$ cat src/hw/rtl/dapt_pkg.sv
// Shared constants, register codes and control types for the dual-axis PID tracker.
package dapt_pkg;

  localparam int unsigned GainW    = 16;
  localparam int unsigned CoordW   = 9;
  localparam int unsigned ErrW     = 10;
  localparam int unsigned DerW     = 11;
  localparam int unsigned DriveW   = 8;
  localparam int unsigned CfgIdxW  = 3;
  localparam int unsigned CfgDataW = 16;
  localparam int          DriveLimit = 100;

  // Configuration register indexes
  typedef enum logic [CfgIdxW-1:0] {
    CfgGainPX  = 3'd0,
    CfgGainIX  = 3'd1,
    CfgGainDX  = 3'd2,
    CfgGainPY  = 3'd3,
    CfgGainIY  = 3'd4,
    CfgGainDY  = 3'd5,
    CfgTargetX = 3'd6,
    CfgTargetY = 3'd7
  } cfg_idx_e;

  // Register reset values
  localparam logic [GainW-1:0]  RstGainPX  = 16'd218;
  localparam logic [GainW-1:0]  RstGainIX  = 16'd3;
  localparam logic [GainW-1:0]  RstGainDX  = 16'd282;
  localparam logic [GainW-1:0]  RstGainPY  = 16'd256;
  localparam logic [GainW-1:0]  RstGainIY  = 16'd3;
  localparam logic [GainW-1:0]  RstGainDY  = 16'd256;
  localparam logic [CoordW-1:0] RstTargetX = 9'd158;
  localparam logic [CoordW-1:0] RstTargetY = 9'd120;

  // Pipeline control shared by both axis lanes
  typedef struct packed {
    logic load_s1;     // item accepted: update loop state, fill stage 1
    logic present_s1;  // object flag of the item being accepted
    logic load_s2;     // move stage 1 into the product stage
    logic present_s2;  // object flag of the item in the product stage
  } lane_ctl_t;

endpackage

$ cat src/hw/rtl/dapt_in_if.sv
// Input channel: one camera snapshot per item.
interface dapt_in_if;
  logic                           valid;
  logic                           ready;
  logic                           object_present;
  logic [dapt_pkg::CoordW-1:0]    centre_x;
  logic [dapt_pkg::CoordW-1:0]    centre_y;

  modport source (output valid, object_present, centre_x, centre_y, input ready);
  modport sink   (input valid, object_present, centre_x, centre_y, output ready);
endinterface

$ cat src/hw/rtl/dapt_out_if.sv
// Output channel: motor drives and brake per item.
interface dapt_out_if;
  logic                              valid;
  logic                              ready;
  logic signed [dapt_pkg::DriveW-1:0] drive_x;
  logic signed [dapt_pkg::DriveW-1:0] drive_y;
  logic                              brake;

  modport source (output valid, drive_x, drive_y, brake, input ready);
  modport sink   (input valid, drive_x, drive_y, brake, output ready);
endinterface

$ cat src/hw/rtl/dual_axis_pid_tracker_core.sv
// Top level of the dual-axis PID tracker: config registers, lane control, two lanes, merge.
//
//   Channel  | Dir | Payload                             | Handshake
//   in_i     | in  | object_present, centre_x, centre_y  | valid/ready
//   out_o    | out | drive_x, drive_y, brake             | valid/ready
//   cfg      | in  | cfg_idx_i, cfg_wdata_i              | cfg_we_i, no back-pressure
//
// One item per cycle sustained unless out_o stalls.
// The stages are: loop state update, gain products, then sum/saturate into the output register.
// The integral/previous-error update sits in the accept cycle, so items may follow back to back.
// Reset sets the gains and targets to their defaults and clears integrals and previous errors.
// A stalled output holds its item; empty stages in front of it still fill and accept input.
module dual_axis_pid_tracker_core #(
  parameter int unsigned IntegralBits = 21,
  parameter int unsigned GainFracBits = 8
) (
  input  logic                            clk_i,
  input  logic                            rst_ni,
  input  logic                            cfg_we_i,
  input  logic [dapt_pkg::CfgIdxW-1:0]    cfg_idx_i,
  input  logic [dapt_pkg::CfgDataW-1:0]   cfg_wdata_i,
  dapt_in_if.sink                         in_i,
  dapt_out_if.source                      out_o
);
  import dapt_pkg::*;

  // Configuration registers
  logic [GainW-1:0]  gain_p_x_q, gain_i_x_q, gain_d_x_q;
  logic [GainW-1:0]  gain_p_y_q, gain_i_y_q, gain_d_y_q;
  logic [CoordW-1:0] target_x_q, target_y_q;

  always_ff @(posedge clk_i or negedge rst_ni) begin
    if (!rst_ni) begin
      gain_p_x_q <= RstGainPX;
      gain_i_x_q <= RstGainIX;
      gain_d_x_q <= RstGainDX;
      gain_p_y_q <= RstGainPY;
      gain_i_y_q <= RstGainIY;
      gain_d_y_q <= RstGainDY;
      target_x_q <= RstTargetX;
      target_y_q <= RstTargetY;
    end else if (cfg_we_i) begin
      case (cfg_idx_e'(cfg_idx_i))
        CfgGainPX:  gain_p_x_q <= cfg_wdata_i;
        CfgGainIX:  gain_i_x_q <= cfg_wdata_i;
        CfgGainDX:  gain_d_x_q <= cfg_wdata_i;
        CfgGainPY:  gain_p_y_q <= cfg_wdata_i;
        CfgGainIY:  gain_i_y_q <= cfg_wdata_i;
        CfgGainDY:  gain_d_y_q <= cfg_wdata_i;
        CfgTargetX: target_x_q <= cfg_wdata_i[CoordW-1:0];
        CfgTargetY: target_y_q <= cfg_wdata_i[CoordW-1:0];
        default: ;
      endcase
    end
  end

  // Stage occupancy and object flags
  logic      v1_q, v1_d, v2_q, v2_d;
  logic      pres_s1_q, pres_s2_q;
  logic      accept, load_s2, merge_free;
  lane_ctl_t ctl;

  assign load_s2    = v1_q && (!v2_q || merge_free);
  assign in_i.ready = !v1_q || load_s2;
  assign accept     = in_i.valid && in_i.ready;
  assign v1_d       = accept ? 1'b1 : (load_s2 ? 1'b0 : v1_q);
  assign v2_d       = load_s2 ? 1'b1 : (merge_free ? 1'b0 : v2_q);

  always_ff @(posedge clk_i or negedge rst_ni) begin
    if (!rst_ni) begin
      v1_q <= 1'b0;
      v2_q <= 1'b0;
    end else begin
      v1_q <= v1_d;
      v2_q <= v2_d;
    end
  end

  always_ff @(posedge clk_i) begin
    if (accept) begin
      pres_s1_q <= in_i.object_present;
    end
    if (load_s2) begin
      pres_s2_q <= pres_s1_q;
    end
  end

  always_comb begin
    ctl.load_s1    = accept;
    ctl.present_s1 = in_i.object_present;
    ctl.load_s2    = load_s2;
    ctl.present_s2 = pres_s2_q;
  end

  // Axis lanes
  logic signed [DriveW-1:0] drive_x, drive_y;

  dapt_lane #(
    .IntegralBits (IntegralBits),
    .GainFracBits (GainFracBits)
  ) u_lane_x (
    .clk_i    (clk_i),
    .rst_ni   (rst_ni),
    .ctl_i    (ctl),
    .target_i (target_x_q),
    .centre_i (in_i.centre_x),
    .gain_p_i (gain_p_x_q),
    .gain_i_i (gain_i_x_q),
    .gain_d_i (gain_d_x_q),
    .drive_o  (drive_x)
  );

  dapt_lane #(
    .IntegralBits (IntegralBits),
    .GainFracBits (GainFracBits)
  ) u_lane_y (
    .clk_i    (clk_i),
    .rst_ni   (rst_ni),
    .ctl_i    (ctl),
    .target_i (target_y_q),
    .centre_i (in_i.centre_y),
    .gain_p_i (gain_p_y_q),
    .gain_i_i (gain_i_y_q),
    .gain_d_i (gain_d_y_q),
    .drive_o  (drive_y)
  );

  // Output merge
  dapt_merge u_merge (
    .clk_i     (clk_i),
    .rst_ni    (rst_ni),
    .valid_i   (v2_q),
    .present_i (pres_s2_q),
    .drive_x_i (drive_x),
    .drive_y_i (drive_y),
    .free_o    (merge_free),
    .out_o     (out_o)
  );

  // An accepted item occupies stage 1 next cycle
  a_accept_fills: assert property (@(posedge clk_i) disable iff (!rst_ni)
    accept |=> v1_q)
    else $error("accepted item lost at stage 1");

  // A product-stage item held by a stalled output stays put
  a_s2_hold: assert property (@(posedge clk_i) disable iff (!rst_ni)
    (v2_q && !merge_free) |=> v2_q && $stable(pres_s2_q))
    else $error("product stage dropped while stalled");

  // Stage 1 occupied and not moving blocks input
  a_s1_block: assert property (@(posedge clk_i) disable iff (!rst_ni)
    (v1_q && v2_q && !merge_free) |-> !in_i.ready)
    else $error("input accepted over a held stage");

endmodule

$ cat src/hw/rtl/dapt_lane.sv
// One PID axis: error, saturating integral and derivative, gain products, drive.
module dapt_lane #(
  parameter int unsigned IntegralBits = 21,
  parameter int unsigned GainFracBits = 8
) (
  input  logic                               clk_i,
  input  logic                               rst_ni,
  input  dapt_pkg::lane_ctl_t                ctl_i,
  input  logic [dapt_pkg::CoordW-1:0]        target_i,
  input  logic [dapt_pkg::CoordW-1:0]        centre_i,
  input  logic [dapt_pkg::GainW-1:0]         gain_p_i,
  input  logic [dapt_pkg::GainW-1:0]         gain_i_i,
  input  logic [dapt_pkg::GainW-1:0]         gain_d_i,
  output logic signed [dapt_pkg::DriveW-1:0] drive_o
);
  import dapt_pkg::*;

  localparam int unsigned SumW = IntegralBits;
  localparam int unsigned ProdPW = GainW + 1 + ErrW;
  localparam int unsigned ProdIW = GainW + 1 + SumW;
  localparam int unsigned ProdDW = GainW + 1 + DerW;
  localparam int unsigned AccW   = SumW + GainW + 3;

  localparam logic signed [SumW:0] SumLim = signed'({2'b00, {(SumW-1){1'b1}}});
  localparam logic signed [AccW-1:0] TruncBias =
    signed'({{(AccW-GainFracBits){1'b0}}, {GainFracBits{1'b1}}});
  localparam logic signed [AccW-1:0] AccLim = AccW'(DriveLimit);

  // Loop state
  logic signed [SumW-1:0] sum_q, sum_d;
  logic signed [ErrW-1:0] last_q, last_d;

  // Stage 1 and product stage
  logic signed [ErrW-1:0]   err_s1_q;
  logic signed [SumW-1:0]   sum_s1_q;
  logic signed [DerW-1:0]   der_s1_q;
  logic signed [ProdPW-1:0] prod_p_q, prod_p_d;
  logic signed [ProdIW-1:0] prod_i_q, prod_i_d;
  logic signed [ProdDW-1:0] prod_d_q, prod_d_d;

  logic signed [ErrW-1:0] err;
  logic signed [SumW:0]   sum_wide;
  logic signed [SumW:0]   sum_sat;
  logic signed [DerW-1:0] der;
  logic signed [AccW-1:0] acc;
  logic signed [AccW-1:0] acc_q8;

  // Error, clamped integral and difference to the previous error
  always_comb begin
    err      = $signed({1'b0, target_i}) - $signed({1'b0, centre_i});
    sum_wide = (SumW+1)'(sum_q) + (SumW+1)'(err);
    if (sum_wide > SumLim) begin
      sum_sat = SumLim;
    end else if (sum_wide < -SumLim) begin
      sum_sat = -SumLim;
    end else begin
      sum_sat = sum_wide;
    end
    der = DerW'(err) - DerW'(last_q);
  end

  // Present object: take the clamped integral and store the error; missing object: clear the integral
  always_comb begin
    sum_d  = sum_q;
    last_d = last_q;
    if (ctl_i.load_s1) begin
      if (ctl_i.present_s1) begin
        sum_d  = sum_sat[SumW-1:0];
        last_d = err;
      end else begin
        sum_d = '0;
      end
    end
  end

  always_ff @(posedge clk_i or negedge rst_ni) begin
    if (!rst_ni) begin
      sum_q  <= '0;
      last_q <= '0;
    end else begin
      sum_q  <= sum_d;
      last_q <= last_d;
    end
  end

  // Gain products
  always_comb begin
    prod_p_d = $signed({1'b0, gain_p_i}) * err_s1_q;
    prod_i_d = $signed({1'b0, gain_i_i}) * sum_s1_q;
    prod_d_d = $signed({1'b0, gain_d_i}) * der_s1_q;
  end

  always_ff @(posedge clk_i) begin
    if (ctl_i.load_s1) begin
      err_s1_q <= err;
      sum_s1_q <= sum_sat[SumW-1:0];
      der_s1_q <= der;
    end
    if (ctl_i.load_s2) begin
      prod_p_q <= prod_p_d;
      prod_i_q <= prod_i_d;
      prod_d_q <= prod_d_d;
    end
  end

  // Sum, truncate toward zero, saturate; zero drive when no object is present
  always_comb begin
    acc = AccW'(prod_p_q) + AccW'(prod_i_q) + AccW'(prod_d_q);
    if (acc[AccW-1]) begin
      acc_q8 = (acc + TruncBias) >>> GainFracBits;
    end else begin
      acc_q8 = acc >>> GainFracBits;
    end
    if (!ctl_i.present_s2) begin
      drive_o = '0;
    end else if (acc_q8 > AccLim) begin
      drive_o = DriveW'(DriveLimit);
    end else if (acc_q8 < -AccLim) begin
      drive_o = -DriveW'(DriveLimit);
    end else begin
      drive_o = acc_q8[DriveW-1:0];
    end
  end

  // Integral never leaves its clamp range
  a_sum_in_range: assert property (@(posedge clk_i) disable iff (!rst_ni)
    ((SumW+1)'(sum_q) <= SumLim) && ((SumW+1)'(sum_q) >= -SumLim))
    else $error("integral outside clamp range");

  // Missing object clears the integral and keeps the previous error
  a_clear_on_absent: assert property (@(posedge clk_i) disable iff (!rst_ni)
    (ctl_i.load_s1 && !ctl_i.present_s1) |=> (sum_q == '0) && $stable(last_q))
    else $error("integral not cleared on missing object");

  // Loop state only moves when an item is accepted
  a_state_hold: assert property (@(posedge clk_i) disable iff (!rst_ni)
    !ctl_i.load_s1 |=> $stable(sum_q) && $stable(last_q))
    else $error("loop state changed without an item");

endmodule

$ cat src/hw/rtl/dapt_merge.sv
// Merge both axis drives and the brake flag into the registered output item.
module dapt_merge (
  input  logic                               clk_i,
  input  logic                               rst_ni,
  input  logic                               valid_i,
  input  logic                               present_i,
  input  logic signed [dapt_pkg::DriveW-1:0] drive_x_i,
  input  logic signed [dapt_pkg::DriveW-1:0] drive_y_i,
  output logic                               free_o,
  dapt_out_if.source                         out_o
);
  import dapt_pkg::*;

  logic                     valid_q, valid_d;
  logic signed [DriveW-1:0] drive_x_q;
  logic signed [DriveW-1:0] drive_y_q;
  logic                     brake_q;
  logic                     load;

  // Take a new item when the register is empty or being drained
  assign free_o  = !valid_q || out_o.ready;
  assign load    = valid_i && free_o;
  assign valid_d = load ? 1'b1 : (out_o.ready ? 1'b0 : valid_q);

  always_ff @(posedge clk_i or negedge rst_ni) begin
    if (!rst_ni) begin
      valid_q <= 1'b0;
    end else begin
      valid_q <= valid_d;
    end
  end

  always_ff @(posedge clk_i) begin
    if (load) begin
      drive_x_q <= drive_x_i;
      drive_y_q <= drive_y_i;
      brake_q   <= !present_i;
    end
  end

  assign out_o.valid   = valid_q;
  assign out_o.drive_x = drive_x_q;
  assign out_o.drive_y = drive_y_q;
  assign out_o.brake   = brake_q;

  // Brake goes with zero drive on both axes
  a_brake_zero: assert property (@(posedge clk_i) disable iff (!rst_ni)
    (valid_q && brake_q) |-> (drive_x_q == '0) && (drive_y_q == '0))
    else $error("drive nonzero while braking");

  // Drives stay within the percent limit
  a_drive_range: assert property (@(posedge clk_i) disable iff (!rst_ni)
    valid_q |-> (drive_x_q <= DriveW'(DriveLimit)) && (drive_x_q >= -DriveW'(DriveLimit))
             && (drive_y_q <= DriveW'(DriveLimit)) && (drive_y_q >= -DriveW'(DriveLimit)))
    else $error("drive outside limit");

  // A loaded item is shown in the next cycle
  a_load_shows: assert property (@(posedge clk_i) disable iff (!rst_ni)
    load |=> valid_q)
    else $error("loaded item not presented");

endmodule
$ cat src/flat_wrapper.sv
// flat-port wrapper written by rule: the top's interface ports become plain ports
module dual_axis_pid_tracker_core_flat import dapt_pkg::*;
#(
  parameter int unsigned IntegralBits = 21,
  parameter int unsigned GainFracBits = 8
)
  (clk_i, rst_ni, cfg_we_i, cfg_idx_i, cfg_wdata_i, in_i_valid, in_i_object_present, in_i_centre_x, in_i_centre_y, in_i_ready, out_o_valid, out_o_drive_x, out_o_drive_y, out_o_brake, out_o_ready);
  dapt_in_if in_i_i ();
  dapt_out_if out_o_i ();
  input  logic clk_i;
  input  logic rst_ni;
  input  logic cfg_we_i;
  input  logic [dapt_pkg::CfgIdxW-1:0] cfg_idx_i;
  input  logic [dapt_pkg::CfgDataW-1:0] cfg_wdata_i;
  input wire logic [$bits(in_i_i.valid)-1:0] in_i_valid;
  input wire logic [$bits(in_i_i.object_present)-1:0] in_i_object_present;
  input wire logic [$bits(in_i_i.centre_x)-1:0] in_i_centre_x;
  input wire logic [$bits(in_i_i.centre_y)-1:0] in_i_centre_y;
  output wire logic [$bits(in_i_i.ready)-1:0] in_i_ready;
  output wire logic [$bits(out_o_i.valid)-1:0] out_o_valid;
  output wire logic [$bits(out_o_i.drive_x)-1:0] out_o_drive_x;
  output wire logic [$bits(out_o_i.drive_y)-1:0] out_o_drive_y;
  output wire logic [$bits(out_o_i.brake)-1:0] out_o_brake;
  input wire logic [$bits(out_o_i.ready)-1:0] out_o_ready;
  assign in_i_i.valid = in_i_valid;
  assign in_i_i.object_present = in_i_object_present;
  assign in_i_i.centre_x = in_i_centre_x;
  assign in_i_i.centre_y = in_i_centre_y;
  assign in_i_ready = in_i_i.ready;
  assign out_o_valid = out_o_i.valid;
  assign out_o_drive_x = out_o_i.drive_x;
  assign out_o_drive_y = out_o_i.drive_y;
  assign out_o_brake = out_o_i.brake;
  assign out_o_i.ready = out_o_ready;
  dual_axis_pid_tracker_core #(.IntegralBits(IntegralBits), .GainFracBits(GainFracBits)) u_core (.clk_i(clk_i), .rst_ni(rst_ni), .cfg_we_i(cfg_we_i), .cfg_idx_i(cfg_idx_i), .cfg_wdata_i(cfg_wdata_i), .in_i(in_i_i), .out_o(out_o_i));
endmodule
$ cat config.mk
export PLATFORM = sky130hd
export DESIGN_NAME = dual_axis_pid_tracker_core_flat
export DESIGN_NICKNAME = d
export VERILOG_FILES = /design/src/hw/rtl/dapt_pkg.sv /design/src/hw/rtl/dapt_in_if.sv /design/src/hw/rtl/dapt_out_if.sv /design/src/hw/rtl/dual_axis_pid_tracker_core.sv /design/src/hw/rtl/dapt_lane.sv /design/src/hw/rtl/dapt_merge.sv /design/src/flat_wrapper.sv
export SDC_FILE = /design/constraint.sdc
export NUM_CORES = 2
export LEC_CHECK = 0
export CORE_MARGIN = 1
export CORE_UTILIZATION = 47
export DETAILED_ROUTE_END_ITERATION = 16
export DONT_BUFFER_PORTS = 1
export PLACE_DENSITY = 0.66
export SLEW_MARGIN = 20
export SYNTH_ARGS = -nofsm -noshare
export SYNTH_HDL_FRONTEND = slang
export SYNTH_HIERARCHICAL = 1
export SYNTH_SLANG_ARGS = --single-unit
$ cat constraint.sdc
create_clock -name clk_i -period 6.2 [get_ports clk_i]
set_input_delay 0.31 -clock clk_i [delete_from_list [all_inputs] [get_ports clk_i]]
set_output_delay 0.31 -clock clk_i [all_outputs]
set_load 0.05 [all_outputs]
# Word-level counts from Yosys, hierarchy flattened
# Index checks and enable logic that the tools add are counted.
op_classes:
  multipliers: 6
  eq_ne: 7
  magnitude_cmp: 8
  n_reduce_logical: 27
  add_sub_neg: 12
  muxes: 18
  bitwise_logic: 1
ops:
  columns: ["operator", "n"]
  rows:
  - ["21-bit 2-to-1 mux", 6]
  - ["39-bit by 28-bit adder with 40-bit output", 2]
  - ["40-bit by 9-bit adder with 40-bit output (second input constant)", 2]
  - ["40-bit by 8-bit > comparator with 1-bit output (second input constant)", 2]
  - ["40-bit by 8-bit less-than comparator with 1-bit output (second input constant)", 2]
  - ["40-bit 2-to-1 mux", 2]
  - ["27-bit by 38-bit adder with 39-bit output", 2]
  - ["17-bit by 21-bit multiplier with 38-bit output", 2]
  - ["17-bit by 11-bit multiplier with 28-bit output", 2]
  - ["17-bit by 10-bit multiplier with 27-bit output", 2]
  - ["21-bit by 10-bit adder with 22-bit output", 2]
  - ["22-bit by 21-bit > comparator with 1-bit output (second input constant)", 2]
  - ["22-bit by 21-bit less-than comparator with 1-bit output (second input constant)", 2]
  - ["10-bit by 10-bit subtractor with 11-bit output", 2]
  - ["9-bit by 9-bit subtractor with 10-bit output", 2]
  - ["2-bit AND reduction", 9]
  - ["8-bit 2-to-1 mux", 2]
  - ["7-bit 2-to-1 mux", 2]
  - ["3-bit == test (second input constant)", 4]
  - ["3-bit by 2-bit == test with 1-bit output (second input constant)", 2]
  - ["1-bit 2-to-1 mux", 6]
  - ["2-bit nonzero test", 3]
  - ["3-bit OR reduction", 2]
  - ["1-bit logical NOT", 4]
  - ["6 further kinds", 11]
word_totals:
  inputBits: 43
  ff_bits: 468
  output_inout_bits: 19

# Logic depth before layout (Yosys ltp)
logic_depth:
  depth_word: 7
  mapped_depth: 28
  mapped_depth_nobuf: 27

# Hierarchy
# The synthesis kept the hierarchy.
by_module_without_submodules:
  columns: ["module", "cells_per_inst", "n_inst", "area_each_um2", "seq_area_each_um2"]
  rows:
  - ["dapt_lane at u_core.u_lane_x", 3764, 1, 35049.9, 4829.6]
  - ["dapt_lane at u_core.u_lane_y", 3753, 1, 34931.0, 4829.6]
  - ["dual_axis_pid_tracker_core", 259, 1, 4559.4, 2992.9]
  - ["dapt_merge", 22, 1, 568.0, 535.5]

# Worst setup path before layout
# Ideal clock, no wire load.
synth_path:
  path_kind: "reg2reg"
  startpoint: "register u_core.u_lane_y.sum_s1_q[10]"
  endpoint: "register u_core.u_lane_y.prod_i_q[37], data pin"
  path_slack_ns: -0.681
  stages_incl_launch_ff: 25
  t_required_ns: 5.941
  path_buffers: 1
  arrival_ns: 6.622
  period_less_slack_ns: 6.881
  setup_time_ns: 0.259
  path_cell_list: "edfxtp_1 clkbuf_1 nand2_1 fa_1 inv_1 fa_1 inv_1 fa_1 fa_1 inv_1 fa_1 fa_1 ha_1 a21oi_1 o21ai_0 a221o_1 o21ai_0 a21oi_1 o2111ai_1 a31oi_1 o41ai_1 nor2_1 a2111oi_0 a21oi_1 xnor2_1"
synth_via:
  elab_chain_len: 1
synth_lines:
  columns: ["element", "line", "rtl"]
  rows:
  - ["start: declaration", "dapt_lane.sv:35", "logic signed [SumW-1:0] sum_s1_q;"]
  - ["start signal: assignment", "dapt_lane.sv:96", "sum_s1_q <= sum_sat[SumW-1:0];"]
  - ["17-bit by 21-bit multiplier with 38-bit output", "dapt_lane.sv:89", "prod_i_d = $signed({1'b0, gain_i_i}) * sum_s1_q;"]
  - ["named net u_core.u_lane_y.prod_i_d[37]", "dapt_lane.sv:38", "logic signed [ProdIW-1:0] prod_i_q, prod_i_d;"]
  - ["end signal: assignment", "dapt_lane.sv:101", "prod_i_q <= prod_i_d;"]
  - ["end: declaration", "dapt_lane.sv:38", null]
# The timed path passes the listed nets, and every way through them passes these cells.
# A chain may end at the register's enable or synchronous reset.

# Worst setup path after layout
layout_path:
  startpoint: "register u_core.gain_i_y_q[11]"
  endpoint: "register u_core.u_lane_y.prod_i_q[36], data pin"
layout_via:
  elab_chain_len: 1
layout_lines:
  columns: ["element", "line", "rtl"]
  rows:
  - ["start: declaration", "dual_axis_pid_tracker_core.sv:29", "logic [GainW-1:0] gain_p_y_q, gain_i_y_q, gain_d_y_q;"]
  - ["start signal: assignment", "dual_axis_pid_tracker_core.sv:38", "gain_i_y_q <= RstGainIY;"]
  - ["start signal: assignment", "dual_axis_pid_tracker_core.sv:48", "CfgGainIY: gain_i_y_q <= cfg_wdata_i;"]
  - ["17-bit by 21-bit multiplier with 38-bit output", "dapt_lane.sv:89", null]
  - ["named net u_core.u_lane_y.prod_i_d[36]", "dapt_lane.sv:38", null]
# The timed path passes the listed nets, and every way through them passes these cells.

==> impl_metrics.csv <==
group,metric,value,unit
outcome,outcome,"finished, violations left",
outcome,failing_checks,"setup timing",
detailed_routing,route.detailed.wl_per_inst,19.5,um
cts,h-tree-depth,2,
worst_setup_path,critical_path_class,"reg2reg",
logic_synthesis,synth_largest_area_cell,"sky130_fd_sc_hd__fa_1",
worst_setup_path,crit_fanout,9,
placement,postPlaceCellArea,81100,um2
cts,clock_tree_from_tritoncts,"done",
placement,place_inst,10100,
cts,clock-root-buffer,"sky130_fd_sc_hd__clkbuf_16",
global_routing,global_route.overflow_total,0,
cells_and_area,fill_cells,13800,
logic_synthesis,netlist_area,75100,um2
timing,setup_total_negative_slack,-1.90,ns
cells_and_area,multiInputGateArea,56500,um2
die,io_pins,62,
timing,finClkSkew,0.0512,ns
timing,layout_min_cycle_time,6.54,ns
timing,worst_setup_slack_final,-0.343,ns
logic_synthesis,synth_nets,9733,
timing,max-slew-margin-rel,0.202,
detailed_routing,totalWireLength,202000,um
cells_and_area,area_delta_synth_final,14.8,%
timing,timing.final.hold_violations,0,
logic_synthesis,ys_top_cells_by_area,"sky130_fd_sc_hd__fa_1 33%, sky130_fd_sc_hd__edfxtp_1 12%, sky130_fd_sc_hd__ha_1 11%",
cts,max-clock-path-buffers,3,
die,die_area,161000,um2
cells_and_area,stdcell_count,10400,
worst_setup_path,cp-start-kind,"flip-flop",
detailed_routing,detail-route-antenna-nets,0,
cells_and_area,drive_gt1_frac,0.159,
placement,dp_hpwl,164000,um
logic_synthesis,syn-mean-instance-area,9.63,um2
timing,rsz0062_at_grt,"yes",
logic_synthesis,synth_warnings,6,
worst_setup_path,worst-r2r-setup-slack,-0.34,ns
cts,cts_num_sinks,468,
logic_synthesis,synth_largest_type_area_fraction,0.327,
detailed_routing,drt_first_pass_iters,5,
timing,slew_viol_final,0,
timing,worst-slew-pin-transition,1.19,ns
job,timing.max_cap.violations,0,
detailed_routing,drt_first_iter_violations,3792,
cells_and_area,fin_util,0.544,
die,initial_core_util,0.474,
detailed_routing,drc,0,
worst_setup_path,required,6.66,ns
cells_and_area,sequential_cell_area,13200,um2
logic_synthesis,ys_ff_latch,468,
cells_and_area,nets_finish,10200,
cts,cts_made_buffers,56,
die,die_width,402,um
worst_setup_path,end_of_the_worst_register_to_register_path,"u_core/u_lane_y/prod_i_q[36]",
hold_path,timing.hold.worst.class,"in2reg",
global_routing,global_route.usage.total,0.253,
worst_setup_path,critical_path.reg2reg.startpoint,"u_core/gain_i_y_q[11]",
detailed_routing,vias_per_cell,5.39,
timing,setup_viol_count_final,10,
global_routing,grt_pass1_vias,58300,
worst_setup_path,setup.worst_path.end_class,"flip-flop",
logic_synthesis,synth.lib_cells_used.distinct,114,
logic_synthesis,synthFlopType,"sky130_fd_sc_hd__edfxtp_1",
hold_path,worstHoldStart,"in_i_object_present",
die,die-height,402,um
hold_path,hold_depth,3,
placement,gp_congestion,0.952,
die,floorplan.core_area,159000,um2
logic_synthesis,synthCells,7798,
cells_and_area,final_area,86200,um2
logic_synthesis,synth_enable_flop_cells,289,
global_routing,antenna_found_initial,24,
timing,period_share,1.06,
worst_setup_path,critical_path_arrival,7.00,ns
cts,worst_skew_pair.late_latency,0.70,ns
die,site_rows,146,
detailed_routing,via_count,56000,
logic_synthesis,share_of_the_yosys_chip_area_belonging_to_registers,0.176,
worst_setup_path,worst-r2r-cell-count,23,
timing,fmaxAchievable,153,MHz
cts,clk_pin_slew_worst_paths,0.06,ns
hold_path,hold-path-endpoint,"u_core/u_lane_x/sum_q[20]",
logic_synthesis,fraction_of_synthesis_flops_using_an_asynchronous_set_or_reset_pin,0.382,
global_routing,grt_start_max_net_pins,180,
placement,buffer_ports.inserted,0,
global_routing,global_route_wire_length_before_repair,320000,um
[synth_stat cells, types with 11 or more instances]
cell type,n
sky130_fd_sc_hd__inv_1,1508
sky130_fd_sc_hd__fa_1,1228
sky130_fd_sc_hd__nand2_1,880
sky130_fd_sc_hd__ha_1,664
sky130_fd_sc_hd__and2_1,603
sky130_fd_sc_hd__edfxtp_1,289
sky130_fd_sc_hd__a21oi_1,272
sky130_fd_sc_hd__clkbuf_1,257
sky130_fd_sc_hd__nor2_1,219
sky130_fd_sc_hd__xnor2_1,199
sky130_fd_sc_hd__dfrtp_1,155
sky130_fd_sc_hd__o21ai_0,140
sky130_fd_sc_hd__mux2_2,112
sky130_fd_sc_hd__a21o_1,103
sky130_fd_sc_hd__nor3_1,96
sky130_fd_sc_hd__nand2b_1,88
sky130_fd_sc_hd__xor2_1,83
sky130_fd_sc_hd__nand3_1,66
sky130_fd_sc_hd__o21a_1,66
sky130_fd_sc_hd__and3_1,49
sky130_fd_sc_hd__o21bai_1,44
sky130_fd_sc_hd__nand4_1,42
sky130_fd_sc_hd__nor2b_1,38
sky130_fd_sc_hd__a211oi_1,34
sky130_fd_sc_hd__o211ai_1,30
sky130_fd_sc_hd__or3_1,27
sky130_fd_sc_hd__a31oi_1,26
sky130_fd_sc_hd__buf_2,26
sky130_fd_sc_hd__o31ai_1,26
sky130_fd_sc_hd__dfstp_2,24
sky130_fd_sc_hd__or2_2,19
sky130_fd_sc_hd__nor4_1,16
sky130_fd_sc_hd__o221ai_1,16
sky130_fd_sc_hd__a21boi_0,15
sky130_fd_sc_hd__a22o_1,14
sky130_fd_sc_hd__mux2i_1,13
sky130_fd_sc_hd__o22ai_1,13
sky130_fd_sc_hd__a2111oi_0,11
sky130_fd_sc_hd__a211o_1,11
sky130_fd_sc_hd__and4_1,11
sky130_fd_sc_hd__mux2_4,11
sky130_fd_sc_hd__o2111ai_1,11
[worst max-delay path: stages, from the launching register on]
cell	delay, ns
sky130_fd_sc_hd__dfrtp_1	0.43
sky130_fd_sc_hd__buf_4	0.16
sky130_fd_sc_hd__buf_4	0.17
sky130_fd_sc_hd__buf_4	0.18
sky130_fd_sc_hd__and2_1	0.18
sky130_fd_sc_hd__fa_1	0.51
sky130_fd_sc_hd__fa_1	0.56
sky130_fd_sc_hd__inv_1	0.05
sky130_fd_sc_hd__fa_1	0.53
sky130_fd_sc_hd__fa_2	0.49
sky130_fd_sc_hd__fa_1	0.51
sky130_fd_sc_hd__inv_1	0.05
sky130_fd_sc_hd__fa_1	0.43
sky130_fd_sc_hd__ha_1	0.29
sky130_fd_sc_hd__and2_1	0.17
sky130_fd_sc_hd__a31o_2	0.22
sky130_fd_sc_hd__or4_1	0.43
sky130_fd_sc_hd__o21ai_2	0.17
sky130_fd_sc_hd__a21oi_2	0.08
sky130_fd_sc_hd__nor2_2	0.13
sky130_fd_sc_hd__o2111a_1	0.21
sky130_fd_sc_hd__o21bai_1	0.09
sky130_fd_sc_hd__a21oi_1	0.16
sky130_fd_sc_hd__xnor2_1	0.08
[how the worst max path moves through the flow]
stage	from	slack (ns)	cells after the start	end
after floorplan	u_core/u_lane_y/sum_s1_q[6]	-0.06	23	u_core/u_lane_y/prod_i_q[37]
after global placement	u_core/u_lane_y/sum_s1_q[5]	-0.56	25	u_core/u_lane_y/prod_i_q[37]
after detailed placement	u_core/u_lane_y/sum_s1_q[9]	-0.65	25	u_core/u_lane_y/prod_i_q[36]
after CTS	u_core/u_lane_y/sum_s1_q[7]	-0.37	27	u_core/u_lane_y/prod_i_q[36]
after global routing	u_core/u_lane_y/sum_s1_q[7]	-0.57	24	u_core/u_lane_y/prod_i_q[37]
final	u_core/gain_i_y_q[11]	-0.34	23	u_core/u_lane_y/prod_i_q[36]
[registers in the layout, indices dropped and copies added, names as in the netlist, 16 cells and up]
name,cells
u_core/gain_d_x_q,16
u_core/gain_d_y_q,16
u_core/gain_i_x_q,16
u_core/gain_i_y_q,16
u_core/gain_p_x_q,16
u_core/gain_p_y_q,16
u_core/u_lane_x/prod_d_q,28
u_core/u_lane_x/prod_i_q,38
u_core/u_lane_x/prod_p_q,27
u_core/u_lane_x/sum_q,21
u_core/u_lane_x/sum_s1_q,21
u_core/u_lane_y/prod_d_q,28
u_core/u_lane_y/prod_i_q,38
u_core/u_lane_y/prod_p_q,27
u_core/u_lane_y/sum_q,21
u_core/u_lane_y/sum_s1_q,21
[through the flow]
step | setup slack (ns) | hold WS, ns
after detailed placement | -0.652 | 0.0225
after global placement | -0.563 | 0.0224
final | -0.343 | 0.0666
after global routing | -0.568 | 0.0654
after CTS | -0.370 | 0.0208
after floorplan | -0.0586 | 0.0144
[cell type report]
| type | instances | area share |
|---|---|---|
| Sequential cell | 468 | 0.153 |
| Multi-Input combinational cell | 5521 | 0.655 |
| Timing Repair Buffer | 718 | 0.0720 |
| Clock inverter | 37 | 0.00643 |
| Clock buffer | 69 | 0.0174 |
| Tap cell | 2072 | 0.0301 |
| Antenna cell | 5 | 0.000145 |
| Inverter | 1509 | 0.0657 |
[per-layer routing]
metal / wire length [um] / up-vias / track usage / share of wire
met5: 139 / - / 0 / 0.00069
met4: 5820 / 22 / 0.0719 / 0.029
met3: 16700 / 293 / 0.0600 / 0.083
met2: 90700 / 1652 / 0.391 / 0.45
met1: 89000 / 28300 / 0.353 / 0.44
li1: - / 25800 / - / -
[logic make-up (layout without fill, tap and decap cells)]
group | Yosys count | count (layout) | share of synthesized area
and+or+nand+nor | 2226 | 2226 | 0.150
muxes | 136 | 136 | 0.0207
adders and majority gates | 1897 | 1897 | 0.439
other | 0 | 5 | 0
xor gates and xnor gates | 286 | 286 | 0.0339
AOI/OAI and AO/OA | 976 | 976 | 0.0890
buffers and inverters | 1809 | 2333 | 0.0921
DFF | 468 | 468 | 0.176
[cells in the final DEF (no fill, tap or decap), types with 36 or more instances in the layout]
| cell | synthesis | layout |
|---|---|---|
| sky130_fd_sc_hd__a21o_1 | 103 | 103 |
| sky130_fd_sc_hd__a21oi_1 | 272 | 235 |
| sky130_fd_sc_hd__and2_1 | 603 | 584 |
| sky130_fd_sc_hd__and3_1 | 49 | 46 |
| sky130_fd_sc_hd__buf_12 | 0 | 36 |
| sky130_fd_sc_hd__buf_4 | 8 | 591 |
| sky130_fd_sc_hd__buf_6 | 7 | 53 |
| sky130_fd_sc_hd__clkbuf_16 | 0 | 58 |
| sky130_fd_sc_hd__dfrtp_1 | 155 | 132 |
| sky130_fd_sc_hd__edfxtp_1 | 289 | 289 |
| sky130_fd_sc_hd__fa_1 | 1228 | 1198 |
| sky130_fd_sc_hd__ha_1 | 664 | 624 |
| sky130_fd_sc_hd__inv_1 | 1508 | 1471 |
| sky130_fd_sc_hd__inv_2 | 1 | 37 |
| sky130_fd_sc_hd__mux2_2 | 112 | 112 |
| sky130_fd_sc_hd__nand2_1 | 880 | 852 |
| sky130_fd_sc_hd__nand2b_1 | 88 | 86 |
| sky130_fd_sc_hd__nand3_1 | 66 | 66 |
| sky130_fd_sc_hd__nand4_1 | 42 | 42 |
| sky130_fd_sc_hd__nor2_1 | 219 | 212 |
| sky130_fd_sc_hd__nor2b_1 | 38 | 36 |
| sky130_fd_sc_hd__nor3_1 | 96 | 87 |
| sky130_fd_sc_hd__o21a_1 | 66 | 64 |
| sky130_fd_sc_hd__o21ai_0 | 140 | 121 |
| sky130_fd_sc_hd__o21bai_1 | 44 | 42 |
| sky130_fd_sc_hd__xnor2_1 | 199 | 196 |
| sky130_fd_sc_hd__xor2_1 | 83 | 83 |
[timing repair]
| action | CTS | global route |
|---|---|---|
| buffers inserted | 63 | 55 |
| endpoints found under the hold margin | 304 | 0 |
| resized for setup | 156 | 242 |
| hold buffers | 39 | 0 |
| setup endpoints to repair | 36 | 103 |
| gates cloned | 1 | 3 |
| pin swaps | 120 | 166 |
Power is left out: the tool's default activity adds up to more than one toggle a clock period on the data nets, which glitch-free logic cannot reach.
